$ cat config.mk
export PLATFORM = sky130hd
export DESIGN_NAME = multi_channel_watchdog_core
export DESIGN_NICKNAME = d
export VERILOG_FILES = /design/src/rtl/core/mcw_pkg.sv /design/src/rtl/core/multi_channel_watchdog_core.sv /design/src/rtl/core/mcw_ctrl.sv /design/src/rtl/core/mcw_datapath.sv
export SDC_FILE = /design/constraint.sdc
export NUM_CORES = 1
export LEC_CHECK = 0
export BUFFER_PORTS_ARGS = -buffer_cell sky130_fd_sc_hd__buf_2
export CAP_MARGIN = 15
export CELL_PAD_IN_SITES_DETAIL_PLACEMENT = 1
export CELL_PAD_IN_SITES_GLOBAL_PLACEMENT = 1
export CORE_AREA = 2 2 272 274
export CTS_CLUSTER_SIZE = 30
export DETAILED_ROUTE_END_ITERATION = 7
export DIE_AREA = 0 0 274 276
export PLACE_DENSITY = 0.79
export SYNTH_ARGS = -nofsm -noshare
export SYNTH_HDL_FRONTEND = slang
export SYNTH_SLANG_ARGS = --single-unit
$ cat constraint.sdc
create_clock -name clk -period 17.7 [get_ports clk]
set_clock_uncertainty 0.1 [all_clocks]
set_input_delay 3.54 -clock clk [delete_from_list [all_inputs] [get_ports clk]]
set_output_delay 3.54 -clock clk [all_outputs]
set_load 0.02 [all_outputs]
$ cat src/rtl/core/mcw_pkg.sv
// Shared types and codes for the multi-channel watchdog core.
`timescale 1ns / 1ps

package mcw_pkg;

  typedef enum logic [1:0] {
    REQ_REGISTER = 2'd0,
    REQ_KICK     = 2'd1,
    REQ_TICK     = 2'd2,
    REQ_QUERY    = 2'd3
  } req_e_t;

  typedef enum logic [1:0] {
    ERR_NONE      = 2'd0,
    ERR_DUPLICATE = 2'd1,
    ERR_FULL      = 2'd2,
    ERR_UNKNOWN   = 2'd3
  } err_e_t;

  typedef enum logic [1:0] {
    ST_IDLE,
    ST_SCAN,
    ST_FINISH,
    ST_DONE
  } state_t;

  // One table row: id, timeout, elapsed time and the sticky expired mark.
  typedef struct packed {
    logic [7:0]  id;
    logic [31:0] timeout;
    logic [31:0] elapsed;
    logic        expired;
  } row_t;

  // Commands from the controller to the datapath.
  typedef struct packed {
    logic load;
    logic scan;
    logic finish;
    logic emit;
  } ctl_cmd_t;

  // Status from the datapath to the controller.
  typedef struct packed {
    logic scan_done;
    logic out_busy;
  } ctl_sts_t;

endpackage

$ cat src/rtl/core/multi_channel_watchdog_core.sv
// Top level of the multi-channel watchdog core: controller plus datapath.
`timescale 1ns / 1ps

// The core keeps a table of up to MAX_CHANNELS watchdog channels, each keyed
// by an 8-bit id with its own timeout. Requests arrive on a valid/ready input
// channel; req_type selects register, kick, tick or query. Every request
// produces exactly one result transfer on the valid/ready output channel,
// carrying error_code, any_expired and channel_expired.
// Each request walks the channel table with one registered memory read per
// cycle. One request is processed at a time; in_ready returns the cycle
// after the result is loaded into the output register, so a new request is
// taken only once the previous result has been loaded there.
// Reset clears the channel count and all control state; table contents are
// not cleared because only slots below the channel count are ever read.
// When the receiver stalls, the result holds in the output register; the
// core still accepts and processes one further request, then waits with its
// result until the output register frees up.
module multi_channel_watchdog_core #(
  parameter int MAX_CHANNELS = 8
) (
  input  logic        clk,
  input  logic        rst,
  input  logic        in_valid,
  output logic        in_ready,
  input  logic [1:0]  req_type,
  input  logic [7:0]  channel_id,
  input  logic [31:0] deadline_ms,
  input  logic [31:0] tick_ms,
  output logic        out_valid,
  input  logic        out_ready,
  output logic [1:0]  error_code,
  output logic        any_expired,
  output logic        channel_expired
);
  import mcw_pkg::*;

  // Command and status between the sequencer and the datapath.
  ctl_cmd_t cmd;
  ctl_sts_t sts;

  mcw_ctrl u_ctrl (
    .clk      (clk),
    .rst      (rst),
    .in_valid (in_valid),
    .in_ready (in_ready),
    .sts      (sts),
    .cmd      (cmd)
  );

  mcw_datapath #(
    .MAX_CHANNELS (MAX_CHANNELS)
  ) u_datapath (
    .clk             (clk),
    .rst             (rst),
    .cmd             (cmd),
    .sts             (sts),
    .req_type        (req_type),
    .channel_id      (channel_id),
    .deadline_ms     (deadline_ms),
    .tick_ms         (tick_ms),
    .out_valid       (out_valid),
    .out_ready       (out_ready),
    .error_code      (error_code),
    .any_expired     (any_expired),
    .channel_expired (channel_expired)
  );

endmodule

$ cat src/rtl/core/mcw_ctrl.sv
// Controller state machine that sequences one request through the datapath.
`timescale 1ns / 1ps

module mcw_ctrl (
  input  logic             clk,
  input  logic             rst,
  input  logic             in_valid,
  output logic             in_ready,
  input  mcw_pkg::ctl_sts_t sts,
  output mcw_pkg::ctl_cmd_t cmd
);
  import mcw_pkg::*;

  state_t state;
  state_t state_next;

  always_ff @(posedge clk) begin
    if (rst) begin
      state <= ST_IDLE;
    end else begin
      state <= state_next;
    end
  end

  always_comb begin
    state_next = state;
    cmd        = '0;
    in_ready   = 1'b0;
    unique case (state)
      ST_IDLE: begin
        in_ready = 1'b1;
        if (in_valid) begin
          cmd.load   = 1'b1;
          state_next = ST_SCAN;
        end
      end
      ST_SCAN: begin
        cmd.scan = 1'b1;
        if (sts.scan_done) begin
          state_next = ST_FINISH;
        end
      end
      ST_FINISH: begin
        cmd.finish = 1'b1;
        state_next = ST_DONE;
      end
      ST_DONE: begin
        if (!sts.out_busy) begin
          cmd.emit   = 1'b1;
          state_next = ST_IDLE;
        end
      end
      default: begin
        state_next = ST_IDLE;
      end
    endcase
  end

endmodule

$ cat src/rtl/core/mcw_datapath.sv
// Datapath: channel table memory, table walk, tick update and result register.
`timescale 1ns / 1ps

module mcw_datapath #(
  parameter int MAX_CHANNELS = 8
) (
  input  logic              clk,
  input  logic              rst,
  input  mcw_pkg::ctl_cmd_t cmd,
  output mcw_pkg::ctl_sts_t sts,
  input  logic [1:0]        req_type,
  input  logic [7:0]        channel_id,
  input  logic [31:0]       deadline_ms,
  input  logic [31:0]       tick_ms,
  output logic              out_valid,
  input  logic              out_ready,
  output logic [1:0]        error_code,
  output logic              any_expired,
  output logic              channel_expired
);
  import mcw_pkg::*;

  localparam int CW = $clog2(MAX_CHANNELS + 1);
  localparam int IW = (MAX_CHANNELS > 1) ? $clog2(MAX_CHANNELS) : 1;

  row_t mem [MAX_CHANNELS];

  // Request captured at the input transfer.
  req_e_t      req_q;
  logic [7:0]  id_q;
  logic [31:0] timeout_q;
  logic [31:0] tick_q;

  logic [CW-1:0] used_count;
  logic [CW-1:0] issue_cnt;
  logic          rd_pend;
  logic [IW-1:0] rd_slot;
  row_t          rd_row;

  logic          found;
  logic [IW-1:0] found_slot;
  row_t          found_row;
  logic          any_acc;

  logic [1:0] res_err;
  logic       res_any;
  logic       res_hit;
  logic [1:0] res_err_next;
  logic       res_any_next;
  logic       res_hit_next;

  logic          rd_en;
  logic          wr_en;
  logic [IW-1:0] wr_addr;
  row_t          wr_row;

  logic [32:0] sum_wide;
  logic [31:0] sum_sat;
  logic        exp_new;
  row_t        tick_row;

  assign rd_en = cmd.scan && (issue_cnt != used_count);

  assign sum_wide = {1'b0, rd_row.elapsed} + {1'b0, tick_q};
  assign sum_sat  = sum_wide[32] ? '1 : sum_wide[31:0];
  assign exp_new  = rd_row.expired || (sum_sat >= rd_row.timeout);

  always_comb begin
    tick_row         = rd_row;
    tick_row.elapsed = sum_sat;
    tick_row.expired = exp_new;
  end

  // Single write port: tick writeback during the walk, or the finishing update.
  always_comb begin
    wr_en   = 1'b0;
    wr_addr = rd_slot;
    wr_row  = tick_row;
    if (rd_pend && (req_q == REQ_TICK)) begin
      wr_en = 1'b1;
    end else if (cmd.finish) begin
      unique case (req_q)
        REQ_REGISTER: begin
          wr_en          = !found && (used_count != CW'(MAX_CHANNELS));
          wr_addr        = used_count[IW-1:0];
          wr_row.id      = id_q;
          wr_row.timeout = timeout_q;
          wr_row.elapsed = '0;
          wr_row.expired = 1'b0;
        end
        REQ_KICK: begin
          wr_en          = found;
          wr_addr        = found_slot;
          wr_row         = found_row;
          wr_row.elapsed = '0;
          wr_row.expired = 1'b0;
        end
        default: begin
          wr_en = 1'b0;
        end
      endcase
    end
  end

  always_ff @(posedge clk) begin
    if (wr_en) begin
      mem[wr_addr] <= wr_row;
    end
  end

  always_ff @(posedge clk) begin
    if (rd_en) begin
      rd_row <= mem[issue_cnt[IW-1:0]];
    end
  end

  // Walk control.
  always_ff @(posedge clk) begin
    if (rst) begin
      issue_cnt <= '0;
      rd_pend   <= 1'b0;
    end else if (cmd.load) begin
      issue_cnt <= '0;
      rd_pend   <= 1'b0;
    end else begin
      rd_pend <= rd_en;
      if (rd_en) begin
        issue_cnt <= issue_cnt + 1'b1;
      end
    end
  end

  always_ff @(posedge clk) begin
    if (rd_en) begin
      rd_slot <= issue_cnt[IW-1:0];
    end
  end

  assign sts.scan_done = (issue_cnt == used_count) && !rd_pend;

  // Request capture and match/any accumulation.
  always_ff @(posedge clk) begin
    if (cmd.load) begin
      req_q     <= req_e_t'(req_type);
      id_q      <= channel_id;
      timeout_q <= deadline_ms;
      tick_q    <= tick_ms;
      found     <= 1'b0;
      any_acc   <= 1'b0;
    end else if (rd_pend) begin
      if (rd_row.id == id_q) begin
        found      <= 1'b1;
        found_slot <= rd_slot;
        found_row  <= rd_row;
      end
      if ((req_q == REQ_TICK) && exp_new) begin
        any_acc <= 1'b1;
      end
    end
  end

  always_ff @(posedge clk) begin
    if (rst) begin
      used_count <= '0;
    end else if (cmd.finish && (req_q == REQ_REGISTER) && !found
                 && (used_count != CW'(MAX_CHANNELS))) begin
      used_count <= used_count + 1'b1;
    end
  end

  // Result of the finishing step.
  always_comb begin
    res_err_next = ERR_NONE;
    res_any_next = 1'b0;
    res_hit_next = 1'b0;
    unique case (req_q)
      REQ_REGISTER: begin
        if (found) begin
          res_err_next = ERR_DUPLICATE;
        end else if (used_count == CW'(MAX_CHANNELS)) begin
          res_err_next = ERR_FULL;
        end
      end
      REQ_KICK: begin
        if (!found) begin
          res_err_next = ERR_UNKNOWN;
        end
      end
      REQ_TICK: begin
        res_any_next = any_acc;
      end
      REQ_QUERY: begin
        res_hit_next = found && found_row.expired;
      end
      default: begin
        res_err_next = ERR_NONE;
      end
    endcase
  end

  always_ff @(posedge clk) begin
    if (cmd.finish) begin
      res_err <= res_err_next;
      res_any <= res_any_next;
      res_hit <= res_hit_next;
    end
  end

  // Output register.
  always_ff @(posedge clk) begin
    if (rst) begin
      out_valid <= 1'b0;
    end else if (cmd.emit) begin
      out_valid <= 1'b1;
    end else if (out_ready) begin
      out_valid <= 1'b0;
    end
  end

  always_ff @(posedge clk) begin
    if (cmd.emit) begin
      error_code      <= res_err;
      any_expired     <= res_any;
      channel_expired <= res_hit;
    end
  end

  assign sts.out_busy = out_valid && !out_ready;

endmodule
==> results of run 1 <==
metrics by stage:
| stage | worst slack [ns] | instances | power, uW |
|---|---|---|---|
| after floorplan | 9.011 | 1711 | 2832 |
| after global placement | 12.12 | 2708 | 3011 |
| after detailed placement | 12.01 | 2708 | 3066 |
| after CTS | 12.16 | 2856 | 4759 |
| after global routing | 11.91 | 2857 | 4896 |
| final | 12.16 | 2858 | 4731 |
cell usage in the layout (no fill, tap or decap), drive strengths merged, types with 16 or more instances in the layout:
cell type and count:
edfxtp 786, mux4 146, buf 111, clkbuf 108, nand2 94, mux2 73, ha 71, o21ai 70
nor2 48, mux2i 45, a21oi 45, inv 45, a21o 26, clkinv 24, xor2 22, xnor2 21
and2 20, nand4 16
cell usage after synthesis, drive strengths merged (2+ instances only):
library cell / number / area, um^2
edfxtp: 786 / 23600
clkbuf: 49 / 205.2
dfxtp: 14 / 280.3
a31oi: 7 / 50.05
nor3: 2 / 10.01
xnor2: 21 / 183.9
a21oi: 45 / 225.2
nand2: 94 / 352.8
xor2: 22 / 192.7
o21a: 8 / 67.56
mux2: 73 / 822.0
and2: 20 / 125.1
nand3: 7 / 35.03
a21o: 26 / 197.7
nor2b: 5 / 31.28
o21bai: 6 / 45.04
a2111oi: 3 / 32.53
a41oi: 2 / 17.52
mux4: 146 / 3288
a311oi: 2 / 17.52
nor2: 48 / 180.2
o22ai: 2 / 12.51
nor4: 2 / 12.51
inv: 45 / 168.9
nand2b: 14 / 87.58
a211oi: 7 / 62.56
o21ba: 2 / 20.02
o21ai: 70 / 357.8
nand4: 16 / 100.1
mux2i: 45 / 450.4
o211ai: 5 / 42.54
o221ai: 2 / 17.52
a31o: 2 / 17.52
or3: 2 / 12.51
ha: 71 / 888.4
buf: 21 / 112.6
worst max-delay path, stage by stage (launching register included):
cell      delay [ns]
edfxtp_1        0.39
ha_1            0.24
fa_1            0.46
a211oi_2        0.28
o211ai_2        0.16
a31oi_2         0.31
nor4b_2         0.11
nor3b_2         0.40
o21a_4          0.50
o21ai_0         0.25
ha_1            0.35
a21o_1          0.17
a21o_1          0.17
a21oi_1         0.15
nor2_1          0.06
nand4b_1        0.27
a21oi_1         0.33
o21ai_0         0.22
and2_1          0.32
worst max path at each step:
stage,slack (ns),endpoint
floorplan,9.01,u_datapath.found_row[0]
global placement,12.12,u_datapath.tick_q[11]
detailed placement,12.01,u_datapath.tick_q[11]
CTS,12.16,u_datapath.mem[3][0]
global route,11.91,u_datapath.mem[2][0]
finish,12.16,u_datapath.mem[1][0]
cells by family after synthesis:
family,count (synthesis)
DFF,800
muxes,264
and+or+nand+nor,218
AOI/OAI and AO/OA,197
buffers and inverters,117
adders and majority gates,72
xor gates and xnor gates,43
routing by layer:
| metal | track usage [%] | part of all wire [%] | vias up |
|---|---|---|---|
| met1 | 27.18 | 42 | 8638 |
| li1 | - | - | 7114 |
| met5 | 0 | 0.017 | - |
| met2 | 34.43 | 51 | 457 |
| met3 | 3.187 | 5.2 | 109 |
| met4 | 5.936 | 2.1 | 2 |
flip-flops by register name (all words and copies together) (netlist names), 3 cells and up:
register and cells:
u_datapath.mem 584, u_datapath.rd_row 73, u_datapath.found_row 41, u_datapath.tick_q 32
u_datapath.timeout_q 32, u_datapath.id_q 8, u_datapath.issue_cnt 4, u_datapath.used_count 4
u_datapath.found_slot 3, u_datapath.rd_slot 3
power groups by stage:
stage / Combinational, uW / Clock, uW / Sequential [uW]
3_5_place_dp: 662 / 0 / 2400
3_3_place_gp: 613 / 0 / 2400
5_1_grt: 736 / 1790 / 2370
4_1_cts: 669 / 1720 / 2370
2_1_floorplan: 451 / 0 / 2380
6_report: 671 / 1700 / 2360
cell type report:
cell class / instances / area, um^2
antenna: 1 / 2.502
multi-input combinational: 794 / 8214
sequential: 800 / 23890
timing repair buffer: 111 / 638.1
clock buffer: 108 / 2223
fill: 6675 / 35850
tap: 959 / 1200
clock inverter: 40 / 390.4
inverter: 45 / 171.4
==> results.ini, run 1 <==
[status]
outcome=completed

[worst_hold_path]
hold_depth=0
hold_class=flip-flop to flip-flop
hold_start=u_datapath.rd_slot[2]
hold_path_end=u_datapath.found_slot[2]

[floorplanning]
pin_count=84
core.rowCount=99
initial_core_util_pct=44.85
core_area_um2=72590
fp.dieH_um=276
fp.dieW_um=274
dieArea_um2=75620

[placement]
placedInstanceArea_um2=34100
gp_congestion=0.8116
port_buffers=83
hpwl_mm=44.23

[clock_tree]
clock_sinks=800
path_clk_slew_ns=0.06
cts-resized-gates=0
cts_made_buffers=82
cts_tree=built
root_buffer=clkbuf_16
holdBufCountCts=0
htree_levels=3
cts_buffer_depth=3
postCtsSetupRepairBufs=0
clk_latency_ns=0.64

[setup_path]
timing.rr.end=u_datapath.mem[1][0]
critPathLaunchType=flip-flop
cp-startpoint=u_datapath.tick_q[0]
r2r_start=u_datapath.tick_q[0]
cp-end-kind=flip-flop
critPathKind=flip-flop to flip-flop
crit_required_ns=17.95
reg2reg_slack_ns=12.16
reg2reg_depth=18
crit_fanout=37
arrival_ns=5.78

[grt]
grt_pass1_vias=18240
track_usage_pct=20.33
grt_max_degree=76
antenna_found_initial=2
grt_overflow_total=0
grt_pass1_wl_mm=115.2

[yosys]
synthCells=1711
synth_top_family_by_area=multiplexers
synth-xor-area-share_pct=1.157
synth-seq-area-share_pct=73.37
synthArstFlopShare_pct=0
syn_area_per_cell_um2=19.03
ys_types=68
synth-adder-area-share_pct=2.790
ys.flop_type=edfxtp_1
synth_edf_count=786
syn_area_um2=32550
synth_compound_area_share_pct=3.901
synthMuxAreaShare_pct=14.01
synth-seq-cells=800
synth_warnings=0
synth_simple_gate_area_share_pct=3.148
synth_fp_nets=1861

[power]
swShare_pct=25.80
p_sw_uw=1221
leakagePower_uw=0.01203
pwr_density_cell_nw_per_um2=128.8
intPower_uw=3511
vdd_ir_drop_max_uv=81.79
clkPwrFrac_pct=35.8
combinationalPowerShare_pct=14.2
p_seq_share_pct=50.0

[timing]
period_share_pct=31.28
max_freq_ghz=0.1806
tightest_slew_ns=1.145
fin_setup_tns_ns=0
fin_crit_ns=5.537
hold-worst-slack_ns=0.3538
maxSlewHeadroom_pct=23.51
rsz0062_at_grt=no
hold_viol_final=0
finalSetupViolCount=0
drv_slew=0

[finish]
fin_nets=1984
finalInstanceArea_um2=36730
area_growth_pct=12.85
finish.utilization_pct=50.61
drive_gt1_share_pct=25.08

[drt]
wl_mm=75.70
drc=0
drt_iter0_markers=1420
routedWlPerCell_um=26.49
vias=16320
routed_via_density=5.710
antenna_left=0
drt_first_pass_iters=5

[flow_run]
max-cap-violations=0

Power figures use the tool's default switching activity.
==> run 2, diff against run 1 <==
==> constraint.sdc (replaced) <==
create_clock -name clk -period 5.7 [get_ports clk]
set_clock_uncertainty 0.1 [all_clocks]
set_input_delay 1.14 -clock clk [delete_from_list [all_inputs] [get_ports clk]]
set_output_delay 1.14 -clock clk [all_outputs]
set_load 0.02 [all_outputs]
==> run 2 against run 1 <==
Register-to-register slack got worse by 12 ns. Wire length rose by 5.0%. Final cell count rose by 0.38%. Global-route usage rose by 1.0 points. Critical path depth did not move. Total power rose to 3.1 times the previous value. Sequential power rose to 3.1 times the previous value. First-iteration DRC count rose by 6.3%. Non-clock buffer count rose by 3. Count of clock-buffer cells in the layout fell by 7. Sequential share of layout area fell by 0.45 points. Die area did not move. Critical path type unchanged. Largest cell class unchanged. Largest power group unchanged.
==> results.ini, run 2 (synthesis results as in run 1) <==
[setup_path]
max_stage_delay_ns=0.46  ; was 0.50 ns
cp-end-kind=flip-flop  ; unchanged
crit_required_ns=5.97  ; was 17.95 ns
arrival_ns=5.51  ; was 5.78 ns
critical_path.cell_chain=ha_1 -> fa_1 -> a211oi_2 -> o211ai_2 -> a31oi_2 -> nor4b_2 -> nor3b_2 -> o21ai_1 -> nor2_1 -> ha_1 -> nand2b_1 -> a21oi_1 -> nor2b_1 -> o311ai_0 -> nand4b_1 -> a21oi_1 -> o21ai_0 -> and2_1  ; was ha_1 -> fa_1 -> a211oi_2 -> o211ai_2 -> a31oi_2 -> nor4b_2 -> nor3b_2 -> o21a_4 -> o21ai_0 -> ha_1 -> a21o_1 -> a21o_1 -> a21oi_1 -> nor2_1 -> nand4b_1 -> a21oi_1 -> o21ai_0 -> and2_1
critPathSlowestCell=fa_1  ; was o21a_4
critPathLaunchType=flip-flop  ; unchanged
crit_fanout=8  ; was 37
critPathKind=flip-flop to flip-flop  ; unchanged

[drt]
wl_mm=79.51  ; was 75.70 mm
drc=0  ; unchanged
antenna_left=0  ; unchanged
routedWlPerCell_um=27.71  ; was 26.49 um
routed_via_density=5.844  ; was 5.710
vias=16770  ; was 16.32k
drt_first_pass_iters=5  ; unchanged
drt_iter0_markers=1510  ; was 1,420

[status]
outcome=completed  ; unchanged

[clock_tree]
cts_buffer_depth=3  ; unchanged
postCtsSetupRepairBufs=0  ; unchanged
clk_latency_ns=0.66  ; was 0.64 ns
cts_made_buffers=85  ; was 82
htree_levels=3  ; unchanged
clock_sinks=800  ; unchanged
cts-resized-gates=0  ; unchanged
cts_tree=built  ; unchanged
path_clk_slew_ns=0.06  ; about the same
root_buffer=clkbuf_16  ; unchanged
holdBufCountCts=0  ; unchanged

[floorplanning]
core.rowCount=99  ; unchanged
pin_count=84  ; unchanged
initial_core_util_pct=44.85  ; unchanged
core_area_um2=72590  ; unchanged
fp.dieH_um=276  ; unchanged
fp.dieW_um=274  ; unchanged
dieArea_um2=75620  ; unchanged

[finish]
final_common_cell=edfxtp_1  ; unchanged
insertedDiodeCount=0  ; was 1
drive_gt1_share_pct=25.71  ; was 25.08%
fin_nets=1990  ; was 1,984
most-common-layout-cells=edfxtp_1 (786), mux4_2 (146), nand2_1 (94)  ; unchanged
final.fill_count=6652  ; was 6,675
top_regs=u_datapath.mem x584, u_datapath.rd_row x73, u_datapath.found_row x41  ; unchanged
top_register=u_datapath.mem  ; unchanged
area_growth_pct=13.64  ; was 12.85%
largest_reg_flops=584  ; unchanged

[timing]
tightest_slew_ns=1.005  ; was 1.145 ns
max_freq_ghz=0.1911  ; was 0.1806 GHz
maxSlewHeadroom_pct=32.31  ; was 23.51%
finalSetupViolCount=0  ; unchanged
hold_viol_final=0  ; unchanged
drv_slew=0  ; unchanged
period_share_pct=91.83  ; was 31.28%
rsz0062_at_grt=no  ; unchanged
fin_crit_ns=5.234  ; was 5.537 ns
fin_ws_ns=0.4659  ; was 12.16 ns
hold-worst-slack_ns=0.3309  ; was 0.3538 ns
fin_setup_tns_ns=0  ; unchanged

[placement]
gp_congestion=0.8337  ; was 0.8116
dp_slack_ns=0.5886  ; was 12.01 ns
port_buffers=83  ; unchanged
hpwl_mm=46.88  ; was 44.23 mm

[grt]
antenna_found_initial=0  ; was 2
grt_pass1_wl_mm=119.5  ; was 115.2 mm
grt_max_degree=72  ; was 76
track_usage_pct=21.37  ; was 20.33%
grt_pass1_vias=18500  ; was 18.24k
grt_overflow_total=0  ; unchanged

[flow_run]
max-cap-violations=0  ; unchanged

[worst_hold_path]
hold_class=flip-flop to flip-flop  ; unchanged

[power]
pwr_density_cell_nw_per_um2=402.9  ; was 128.8 nW/um^2
vdd_ir_drop_max_uv=218.1  ; was 81.79 uV
power_uw=14900  ; was 4731 uW
leakagePower_uw=0.01214  ; was 0.01203 uW

## run 2: worst paths after layout
check / from / end / slack [ns] / cells after the start
worst max-delay path: u_datapath.rd_row[1] / u_datapath.mem[1][0] / 0.47 / 18
worst min register to register: u_datapath.res_hit / u_datapath.channel_expired / 0.33 / 0
worst min-delay path: u_datapath.res_hit / u_datapath.channel_expired / 0.33 / 0
worst max register to register: u_datapath.rd_row[1] / u_datapath.mem[1][0] / 0.47 / 18
## run 2: routing by layer
| metal | vias up | GRT usage (%) | routed length, um |
|---|---|---|---|
| li1 | 7117 | - | - |
| met1 | 8885 | 28.22 | 32660 |
| met2 | 600 | 35.30 | 39860 |
| met3 | 164 | 3.674 | 4252 |
| met4 | 0 | 8.501 | 2747 |
| met5 | - | 0 | 0 |
## run 2: layout make-up
type | count | area, um^2 | share of cell area, %
repair buffers | 114 | 773.2 | 2.090
multi-input cells | 794 | 8223 | 22.23
clock inverters | 56 | 513.0 | 1.387
flip-flops and latches | 800 | 23890 | 64.59
inverters | 45 | 171.4 | 0.4634
well taps | 959 | 1200 | 3.244
clock buffers | 101 | 2217 | 5.994
## run 2: per-stage QoR
| step | cell area (um^2) | std cells | utilization, % |
|---|---|---|---|
| after floorplan | 32560 | 1711 | - |
| after global placement | 34260 | 2712 | 47.20 |
| after detailed placement | 34260 | 2712 | 47.20 |
| after CTS | 36990 | 2869 | 50.96 |
| after global routing | 36990 | 2869 | 50.96 |
| final | 36990 | 2869 | 50.96 |
## run 2: critical path: cells and delay by family (launching register included)
kind | cells | cell delay (ns)
and+or+nand+nor | 7 | 1.44
DFF | 1 | 0.38
adders and majority gates | 3 | 0.98
AOI/OAI and AO/OA | 8 | 2.06
## run 2: power breakdown
part / switching (uW) / internal (uW)
combinational: 1500 / 641
clock: 2340 / 3080
sequential: 146 / 7210
